[src/sv/mrbm_pkg.sv]
// Shared sizes, constants and types of the max_rectangle_binary_matrix block.
// No dependencies.
`default_nettype none

package mrbm_pkg;

    localparam int MAX_COLS  = 64;
    localparam int MAX_ROWS  = 64;

    localparam int COL_W     = $clog2(MAX_COLS);
    localparam int CNT_W     = $clog2(MAX_COLS + 1);
    localparam int H_W       = $clog2(MAX_ROWS + 1);
    localparam int STK_DEPTH = MAX_COLS + 1;
    localparam int STK_AW    = $clog2(STK_DEPTH);
    localparam int AREA_W    = 13;
    localparam int CFG_W     = 7;
    localparam int PROD_W    = H_W + CNT_W;
    localparam int RW_W      = (CNT_W > CFG_W) ? CNT_W : CFG_W;

    localparam logic [AREA_W-1:0] AREA_MAX   = '1;
    localparam logic [CFG_W-1:0]  COLS_RESET = 7'd64;

    typedef struct packed {
        logic [COL_W-1:0] col;
        logic [H_W-1:0]   h;
    } t_stk_entry;

    typedef struct packed {
        logic             valid;
        logic [H_W-1:0]   h;
        logic [CNT_W-1:0] w;
    } t_area_req;

endpackage

`default_nettype wire

[src/sv/mrbm_hist_mem.sv]
// Column height memory with per-entry valid bits; unwritten entries read as zero.
// Depends on mrbm_pkg.
`default_nettype none

module mrbm_hist_mem (
    input  wire logic                      i_clk,
    input  wire logic                      i_rst_n,
    input  wire logic                      i_rd_en,
    input  wire logic [mrbm_pkg::COL_W-1:0] i_rd_addr,
    output logic      [mrbm_pkg::H_W-1:0]   o_rd_data,
    input  wire logic                      i_wr_en,
    input  wire logic [mrbm_pkg::COL_W-1:0] i_wr_addr,
    input  wire logic [mrbm_pkg::H_W-1:0]   i_wr_data
);

    logic [mrbm_pkg::H_W-1:0]      mem [mrbm_pkg::MAX_COLS];
    logic [mrbm_pkg::MAX_COLS-1:0] r_valid;
    logic [mrbm_pkg::H_W-1:0]      r_rd_data;
    logic                          r_rd_hit;

    always_ff @(posedge i_clk) begin
        if (i_wr_en) begin
            mem[i_wr_addr] <= i_wr_data;
        end
        if (i_rd_en) begin
            r_rd_data <= mem[i_rd_addr];
        end
    end

    always_ff @(posedge i_clk) begin
        if (!i_rst_n) begin
            r_valid  <= '0;
            r_rd_hit <= 1'b0;
        end else begin
            if (i_wr_en) begin
                r_valid[i_wr_addr] <= 1'b1;
            end
            if (i_rd_en) begin
                r_rd_hit <= r_valid[i_rd_addr];
            end
        end
    end

    assign o_rd_data = r_rd_hit ? r_rd_data : '0;

endmodule

`default_nettype wire

[src/sv/mrbm_stack_mem.sv]
// Monotonic stack storage of (start column, height) entries.
// Depends on mrbm_pkg.
`default_nettype none

module mrbm_stack_mem (
    input  wire logic                       i_clk,
    input  wire logic                       i_rd_en,
    input  wire logic [mrbm_pkg::STK_AW-1:0] i_rd_addr,
    output mrbm_pkg::t_stk_entry            o_rd_data,
    input  wire logic                       i_wr_en,
    input  wire logic [mrbm_pkg::STK_AW-1:0] i_wr_addr,
    input  wire mrbm_pkg::t_stk_entry       i_wr_data
);

    mrbm_pkg::t_stk_entry mem [mrbm_pkg::STK_DEPTH];
    mrbm_pkg::t_stk_entry r_rd_data;

    always_ff @(posedge i_clk) begin
        if (i_wr_en) begin
            mem[i_wr_addr] <= i_wr_data;
        end
        if (i_rd_en) begin
            r_rd_data <= mem[i_rd_addr];
        end
    end

    assign o_rd_data = r_rd_data;

endmodule

`default_nettype wire

[src/sv/mrbm_area.sv]
// Area unit: registered height times width product, saturation and running maximum.
// Depends on mrbm_pkg.
`default_nettype none

module mrbm_area (
    input  wire logic                       i_clk,
    input  wire logic                       i_rst_n,
    input  wire mrbm_pkg::t_area_req        i_req,
    input  wire logic                       i_clr,
    output logic                            o_busy,
    output logic [mrbm_pkg::AREA_W-1:0]     o_best
);

    localparam int CW = (mrbm_pkg::PROD_W > mrbm_pkg::AREA_W) ?
                        mrbm_pkg::PROD_W : mrbm_pkg::AREA_W;

    logic                          r_v1;
    logic [mrbm_pkg::H_W-1:0]      r_h;
    logic [mrbm_pkg::CNT_W-1:0]    r_w;
    logic                          r_v2;
    logic [mrbm_pkg::PROD_W-1:0]   r_prod;
    logic [mrbm_pkg::AREA_W-1:0]   r_best;
    logic [CW-1:0]                 prod_x;
    logic [mrbm_pkg::AREA_W-1:0]   area_sat;

    always_ff @(posedge i_clk) begin
        r_h    <= i_req.h;
        r_w    <= i_req.w;
        r_prod <= mrbm_pkg::PROD_W'(r_h) * mrbm_pkg::PROD_W'(r_w);
    end

    assign prod_x   = CW'(r_prod);
    assign area_sat = (prod_x > CW'(mrbm_pkg::AREA_MAX)) ? mrbm_pkg::AREA_MAX
                                                         : mrbm_pkg::AREA_W'(prod_x);

    always_ff @(posedge i_clk) begin
        if (!i_rst_n) begin
            r_v1   <= 1'b0;
            r_v2   <= 1'b0;
            r_best <= '0;
        end else begin
            r_v1 <= i_req.valid;
            r_v2 <= r_v1;
            if (i_clr) begin
                r_best <= '0;
            end else if (r_v2 && (area_sat > r_best)) begin
                r_best <= area_sat;
            end
        end
    end

    assign o_busy = r_v1 | r_v2;
    assign o_best = r_best;

endmodule

`default_nettype wire

[src/sv/max_rectangle_binary_matrix.sv]
// Largest all-ones rectangle of a streamed binary matrix (histogram and monotonic stack).
// A cell passes through S_HREAD and S_SCAN, and each stack entry popped goes through S_LOAD
// for the stack memory's registered read, unless the stack empties. A row end flushes the
// stack entry by entry; the last cell waits in S_DRAIN for the area unit to drain, and
// its one-cycle result strobe comes in the cycle after. A new cell is taken only when idle.
// Reset (synchronous, active low) clears control state, heights read as zero afterwards.
`default_nettype none

module max_rectangle_binary_matrix (
    input  wire logic                           i_clk,
    input  wire logic                           i_rst_n,
    input  wire logic                           start,
    output logic                                busy,
    input  wire logic                           i_cell_req,
    input  wire logic                           i_last_of_matrix,
    output logic                                o_max_area_valid,
    output logic [mrbm_pkg::AREA_W-1:0]         o_max_area,
    input  wire logic                           i_cfg_valid,
    output logic                                o_cfg_ready,
    input  wire logic [mrbm_pkg::CFG_W-1:0]     i_cfg_cols_in_use
);

    localparam logic [2:0] S_IDLE  = 3'd0;
    localparam logic [2:0] S_HREAD = 3'd1;
    localparam logic [2:0] S_SCAN  = 3'd2;
    localparam logic [2:0] S_LOAD  = 3'd3;
    localparam logic [2:0] S_DRAIN = 3'd4;

    logic [2:0]                       r_state, n_state;
    logic [mrbm_pkg::CFG_W-1:0]       r_cols;
    logic [mrbm_pkg::COL_W-1:0]       r_col, n_col;
    logic                             r_first, n_first;
    logic [mrbm_pkg::CNT_W-1:0]       r_depth, n_depth;
    mrbm_pkg::t_stk_entry             r_top, n_top;
    logic                             r_cell;
    logic                             r_last;
    logic [mrbm_pkg::H_W-1:0]         r_h, n_h;
    logic [mrbm_pkg::COL_W-1:0]       r_start, n_start;
    logic                             r_flush, n_flush;
    logic                             r_out_v, n_out_v;
    logic [mrbm_pkg::AREA_W-1:0]      r_out, n_out;

    logic                             accept;
    logic [mrbm_pkg::H_W-1:0]         hist_rd;
    logic                             hist_we;
    logic [mrbm_pkg::H_W-1:0]         h_new;
    logic                             stk_re, stk_we;
    logic [mrbm_pkg::STK_AW-1:0]      stk_raddr, stk_waddr;
    mrbm_pkg::t_stk_entry             stk_rd, stk_wd;
    mrbm_pkg::t_area_req              area_req;
    logic                             area_clr;
    logic                             area_busy;
    logic [mrbm_pkg::AREA_W-1:0]      best;
    logic [mrbm_pkg::RW_W-1:0]        row_w;
    logic                             row_end;
    logic                             pop;
    logic [mrbm_pkg::CNT_W-1:0]       depth_dec;

    assign accept      = start && !busy;
    assign busy        = (r_state != S_IDLE);
    assign o_cfg_ready = 1'b1;

    // Effective row width: zero acts as one, anything above the array size is clipped.
    always_comb begin
        if (r_cols == '0) begin
            row_w = mrbm_pkg::RW_W'(1);
        end else if (mrbm_pkg::RW_W'(r_cols) > mrbm_pkg::RW_W'(mrbm_pkg::MAX_COLS)) begin
            row_w = mrbm_pkg::RW_W'(mrbm_pkg::MAX_COLS);
        end else begin
            row_w = mrbm_pkg::RW_W'(r_cols);
        end
    end

    assign row_end = r_last || ((mrbm_pkg::RW_W'(r_col) + mrbm_pkg::RW_W'(1)) >= row_w);

    always_comb begin
        if (!r_cell) begin
            h_new = '0;
        end else if (r_first) begin
            h_new = mrbm_pkg::H_W'(1);
        end else if (hist_rd >= mrbm_pkg::H_W'(mrbm_pkg::MAX_ROWS)) begin
            h_new = mrbm_pkg::H_W'(mrbm_pkg::MAX_ROWS);
        end else begin
            h_new = hist_rd + mrbm_pkg::H_W'(1);
        end
    end

    assign hist_we = (r_state == S_HREAD);

    mrbm_hist_mem u_hist (
        .i_clk     (i_clk),
        .i_rst_n   (i_rst_n),
        .i_rd_en   (accept),
        .i_rd_addr (r_col),
        .o_rd_data (hist_rd),
        .i_wr_en   (hist_we),
        .i_wr_addr (r_col),
        .i_wr_data (h_new)
    );

    mrbm_stack_mem u_stack (
        .i_clk     (i_clk),
        .i_rd_en   (stk_re),
        .i_rd_addr (stk_raddr),
        .o_rd_data (stk_rd),
        .i_wr_en   (stk_we),
        .i_wr_addr (stk_waddr),
        .i_wr_data (stk_wd)
    );

    mrbm_area u_area (
        .i_clk   (i_clk),
        .i_rst_n (i_rst_n),
        .i_req   (area_req),
        .i_clr   (area_clr),
        .o_busy  (area_busy),
        .o_best  (best)
    );

    // During a flush every entry pops; otherwise entries not lower than the new bar pop.
    assign pop       = (r_state == S_SCAN) && (r_depth != '0) && (r_flush || (r_top.h >= r_h));
    assign depth_dec = r_depth - mrbm_pkg::CNT_W'(1);

    always_comb begin
        n_state   = r_state;
        n_col     = r_col;
        n_first   = r_first;
        n_depth   = r_depth;
        n_top     = r_top;
        n_h       = r_h;
        n_start   = r_start;
        n_flush   = r_flush;
        n_out_v   = 1'b0;
        n_out     = r_out;
        stk_re    = 1'b0;
        stk_raddr = mrbm_pkg::STK_AW'(depth_dec - mrbm_pkg::CNT_W'(1));
        stk_we    = 1'b0;
        stk_waddr = mrbm_pkg::STK_AW'(r_depth);
        stk_wd.col = r_start;
        stk_wd.h   = r_h;
        area_req.valid = 1'b0;
        area_req.h     = r_top.h;
        area_req.w     = r_flush ?
            (mrbm_pkg::CNT_W'(r_col) + mrbm_pkg::CNT_W'(1) - mrbm_pkg::CNT_W'(r_top.col)) :
            (mrbm_pkg::CNT_W'(r_col) - mrbm_pkg::CNT_W'(r_top.col));
        area_clr  = 1'b0;

        unique case (r_state)
            S_IDLE: begin
                if (accept) begin
                    n_state = S_HREAD;
                end
            end
            S_HREAD: begin
                n_h     = h_new;
                n_start = r_col;
                n_flush = 1'b0;
                n_state = S_SCAN;
            end
            S_SCAN: begin
                if (pop) begin
                    area_req.valid = 1'b1;
                    n_start = r_top.col;
                    n_depth = depth_dec;
                    if (depth_dec != '0) begin
                        stk_re  = 1'b1;
                        n_state = S_LOAD;
                    end
                end else if (!r_flush) begin
                    if (r_depth <= mrbm_pkg::CNT_W'(mrbm_pkg::MAX_COLS)) begin
                        stk_we    = 1'b1;
                        n_top.col = r_start;
                        n_top.h   = r_h;
                        n_depth   = r_depth + mrbm_pkg::CNT_W'(1);
                    end
                    if (row_end) begin
                        n_flush = 1'b1;
                    end else begin
                        n_col   = r_col + mrbm_pkg::COL_W'(1);
                        n_state = S_IDLE;
                    end
                end else begin
                    n_col   = '0;
                    n_first = 1'b0;
                    n_state = r_last ? S_DRAIN : S_IDLE;
                end
            end
            S_LOAD: begin
                n_top   = stk_rd;
                n_state = S_SCAN;
            end
            S_DRAIN: begin
                if (!area_busy) begin
                    n_out    = best;
                    n_out_v  = 1'b1;
                    area_clr = 1'b1;
                    n_first  = 1'b1;
                    n_depth  = '0;
                    n_col    = '0;
                    n_state  = S_IDLE;
                end
            end
            default: begin
                n_state = S_IDLE;
            end
        endcase
    end

    always_ff @(posedge i_clk) begin
        if (!i_rst_n) begin
            r_state <= S_IDLE;
            r_cols  <= mrbm_pkg::COLS_RESET;
            r_col   <= '0;
            r_first <= 1'b1;
            r_depth <= '0;
            r_flush <= 1'b0;
            r_out_v <= 1'b0;
        end else begin
            r_state <= n_state;
            if (i_cfg_valid && o_cfg_ready) begin
                r_cols <= i_cfg_cols_in_use;
            end
            r_col   <= n_col;
            r_first <= n_first;
            r_depth <= n_depth;
            r_flush <= n_flush;
            r_out_v <= n_out_v;
        end
    end

    always_ff @(posedge i_clk) begin
        if (accept) begin
            r_cell <= i_cell_req;
            r_last <= i_last_of_matrix;
        end
        r_top   <= n_top;
        r_h     <= n_h;
        r_start <= n_start;
        r_out   <= n_out;
    end

    assign o_max_area_valid = r_out_v;
    assign o_max_area       = r_out;

endmodule

`default_nettype wire

[config.mk]
export PLATFORM = sky130hd
export DESIGN_NAME = max_rectangle_binary_matrix
export DESIGN_NICKNAME = d
export VERILOG_FILES = /design/src/sv/mrbm_pkg.sv /design/src/sv/mrbm_hist_mem.sv /design/src/sv/mrbm_stack_mem.sv /design/src/sv/mrbm_area.sv /design/src/sv/max_rectangle_binary_matrix.sv
export SDC_FILE = /design/constraint.sdc
export NUM_CORES = 2
export LEC_CHECK = 0
export ABC_AREA = 0
export ABC_CLOCK_PERIOD_IN_PS = 9900
export BUFFER_PORTS_ARGS = -buffer_cell sky130_fd_sc_hd__buf_2
export CELL_PAD_IN_SITES_DETAIL_PLACEMENT = 1
export CELL_PAD_IN_SITES_GLOBAL_PLACEMENT = 1
export CORE_MARGIN = 2
export CORE_UTILIZATION = 51
export DETAILED_ROUTE_END_ITERATION = 7
export PLACE_DENSITY_LB_ADDON = 0.1
export SYNTH_ARGS = -nofsm -noshare
export SYNTH_HDL_FRONTEND = slang
export SYNTH_SLANG_ARGS = --single-unit
[constraint.sdc]
create_clock -name i_clk -period 9.9 [get_ports i_clk]
set_input_delay 0.99 -clock i_clk [delete_from_list [all_inputs] [get_ports i_clk]]
set_output_delay 0.99 -clock i_clk [all_outputs]
set_load 0.02 [all_outputs]
==> out/summary.txt <==
Fin. Hold Viols: 0
CP required: 10.26 ns
Inserted Clock Buffers: 157
Fmax: 181.0 MHz
Initial drt markers: 3377
Slew margin rel.: 0.05887
Setup Crit Path Kind: reg2reg
Worst slew pin tran: 1.407 ns
Final Wtd Congestion: 0.8523
Initial antenna violation count: 6
Critical path arrival: 5.89 ns
DR WL/cell: 30.99 µm
Std cell rows: 126
Die area: 121100 µm²
Fraction of layout cells with a size suffix above 1: 0.2035
Post-Route Utilization: 0.5731
Leak: 20.77 nW
CP most frequent cell: a2111oi_2
DRC viols: 0
Top cell type's share of synthesized area: 0.6739
Worst r2r dst: u_stack.mem[43][7]
Clk buf depth: 3
Crit path max-delay family: simple AND/OR/NAND/NOR gates
Total number of yosys warnings: 0
Most frequent cells in the layout: 1354 x edfxtp_1, 259 x mux4_2, 193 x nor2_1
TNS Setup: 0 ns
Status: finished clean
Worst r2r src: r_h[4]
CP cell instances: buf_4, inv_1, ha_1, and3_1, a2111oi_2, o21ai_1, a2111oi_2, nand3_1, nor2_1
Area Growth Syn to Fin: 11.86%
Buffers & Inverters on Critical Path: 2
Fill cells: 10340
Cell count of the worst reg-to-reg path: 9
FF+latch count, synth: 1488
Prevailing post-synth register cell: edfxtp_1
DP Worst Slack: 4.371 ns
CTS Hold Bufs: 0
Largest stage delay, worst path: 1.15 ns
Hold Path End: o_max_area[9]
CTS tree: yes
CTS root buffer: clkbuf_16
Vias post-DR: 32610
Max_cap viols: 0
Vias in the first global route: 34740
Final period utilization: 0.5579
Area contributors post-synth: edfxtp_1 67%, mux4_2 9.7%, dfxtp_1 4.4%
Min-Delay Path Class: reg2reg
Hold path startpoint: u_area.o_best[9]
# H-tree levels: 4
Synthesized net count: 3541
RSZ-0062 raised after global routing: no
Synth unique cells: 81
Register area share after synthesis: 0.7183
CP endpoint kind: flip-flop
Fin crit period: 5.524 ns
Critical path peak fanout: 67
Commonest non-fill, non-tap cell in the layout: edfxtp_1
Final worst slack: 4.376 ns
Global-route wire length before repair: 238000 µm
Total track usage: 0.2684
Critical path depth: 9
Port bufs: 27
ANT nets after route: 0
Crit path launch type: flip-flop
Io pins: 29
Iteration count of the initial detailed-routing pass: 5
Syn_area_per_cell: 17.60 µm²
Syn Inst Count: 3429
Sequential cell area: 43360 µm²
Worst Skew: 0.02868 ns
Post-CTS setup repair buffer count: 0
Hold Slack: 0.4277 ns
Post-CTS sizing: 0
Post-DP HPWL: 98770 µm
Later-pin clock latency in the skew report: 0.77 ns
Multi-input logic area: 16000 µm²
Die span in y: 348.0 µm
Area leader, netlist: edfxtp_1
Clk sinks: 1488
Slowest-stage cell, CP: nor2_1
Worst vdd ir: 179.2 µV
Clock slew seen by the registers of the worst setup and hold paths: 0.06 ns
Nets@finish: 3624
Initial Util: 0.5123
CORE AREA: 117800 µm²
Number of synthesized flops with an enable pin: 1354
Power per cell area: 204.5 nW/µm²
Setup Viol. Count Final: 0
Hold Path Depth: 0
Synth async-reset ratio: 0
WL final: 160400 µm
Slew Viols, Final: 0
Via density: 6.301
Synthesized area: 60340 µm²
GRT Residual Overflow: 0
Largest net degree at the start of global routing: 69
R2R setup slack: 4.38 ns
Die W: 348.0 µm
==> power by group <==
| part | total [W] | leakage (nW) | switching [W] | internal [W] |
|---|---|---|---|---|
| sequential | 0.00691 | 12.5 | 0.0000453 | 0.00687 |
| combinational | 0.00109 | 5.76 | 0.000671 | 0.000419 |
| clock | 0.00580 | 2.49 | 0.00243 | 0.00337 |
==> metal layers <==
| layer | routed length [µm] | track usage |
|---|---|---|
| met5 | 29 | 0 |
| met4 | 5931 | 0.1036 |
| met3 | 9615 | 0.03938 |
| met2 | 77940 | 0.4384 |
| met1 | 66880 | 0.3675 |
==> sequential cells by signal, indices dropped and copies added, names as in the netlist, 13 cells and up <==
name and cells:
u_stack.mem 845, u_hist.r_valid 64, o_max_area 13, u_hist.mem 448, u_stack.o_rd_data 13, u_area.o_best 13
u_area.prod_x 14
==> cell families (layout without fill, tap and decap cells) <==
| group | Yosys count | after routing | synth area share |
|---|---|---|---|
| flops | 1488 | 1488 | 0.7183 |
| simple gates | 634 | 634 | 0.05099 |
| compound gates | 498 | 498 | 0.06068 |
| mux | 404 | 404 | 0.1220 |
| buf+inv | 271 | 479 | 0.01900 |
| fa+ha+maj | 99 | 99 | 0.02364 |
| xor+xnor | 34 | 34 | 0.005309 |
| other cells | 1 | 4 | 0.00006215 |
==> final cells by class <==
class	count	share of cell area
antenna	3	0.0001112
clock buffer	209	0.06355
clock inverter	75	0.01162
inverter	71	0.003949
multi-input combinational	1670	0.2370
sequential	1488	0.6424
tap	1536	0.02848
timing repair buffer	124	0.01283
==> worst max path at each step <==
stage	start	endpoint	slack [ns]
floorplan	r_h[5]	u_stack.mem[11][0]	5.81
global placement	r_depth[0]	u_stack.o_rd_data[11]	4.43
detailed placement	r_depth[0]	u_stack.o_rd_data[11]	4.37
CTS	r_depth[0]	u_stack.o_rd_data[11]	4.33
global route	r_h[4]	u_stack.mem[43][7]	4.03
finish	r_h[4]	u_stack.mem[43][7]	4.38
==> Yosys cell counts, types with 19 or more instances <==
cell type     n
nor2_1      213
buf_2        73
o22ai_1      26
and3_1       37
a22oi_1      28
a221oi_1     63
dfxtp_1     134
o21ai_0      44
and2_1       53
nand3_1     141
a21oi_1      52
clkbuf_1    109
mux2_2       60
a211oi_1     31
nand2_1      93
mux2i_1      85
fa_1         25
xnor2_1      19
o21a_1       69
edfxtp_1   1354
inv_1        71
o2111ai_1    27
mux4_2      259
a31oi_1      53
ha_1         74
==> through the flow <==
step,power [W],cells,area [µm²]
2_1_floorplan,0.007792,3429,60340
3_3_place_gp,0.008107,4889,62410
3_5_place_dp,0.008142,4889,62410
4_1_cts,0.01390,5173,67480
5_1_grt,0.01422,5173,67480
6_report,0.01380,5176,67490
Note: power is estimated with default switching activity, not from simulation.
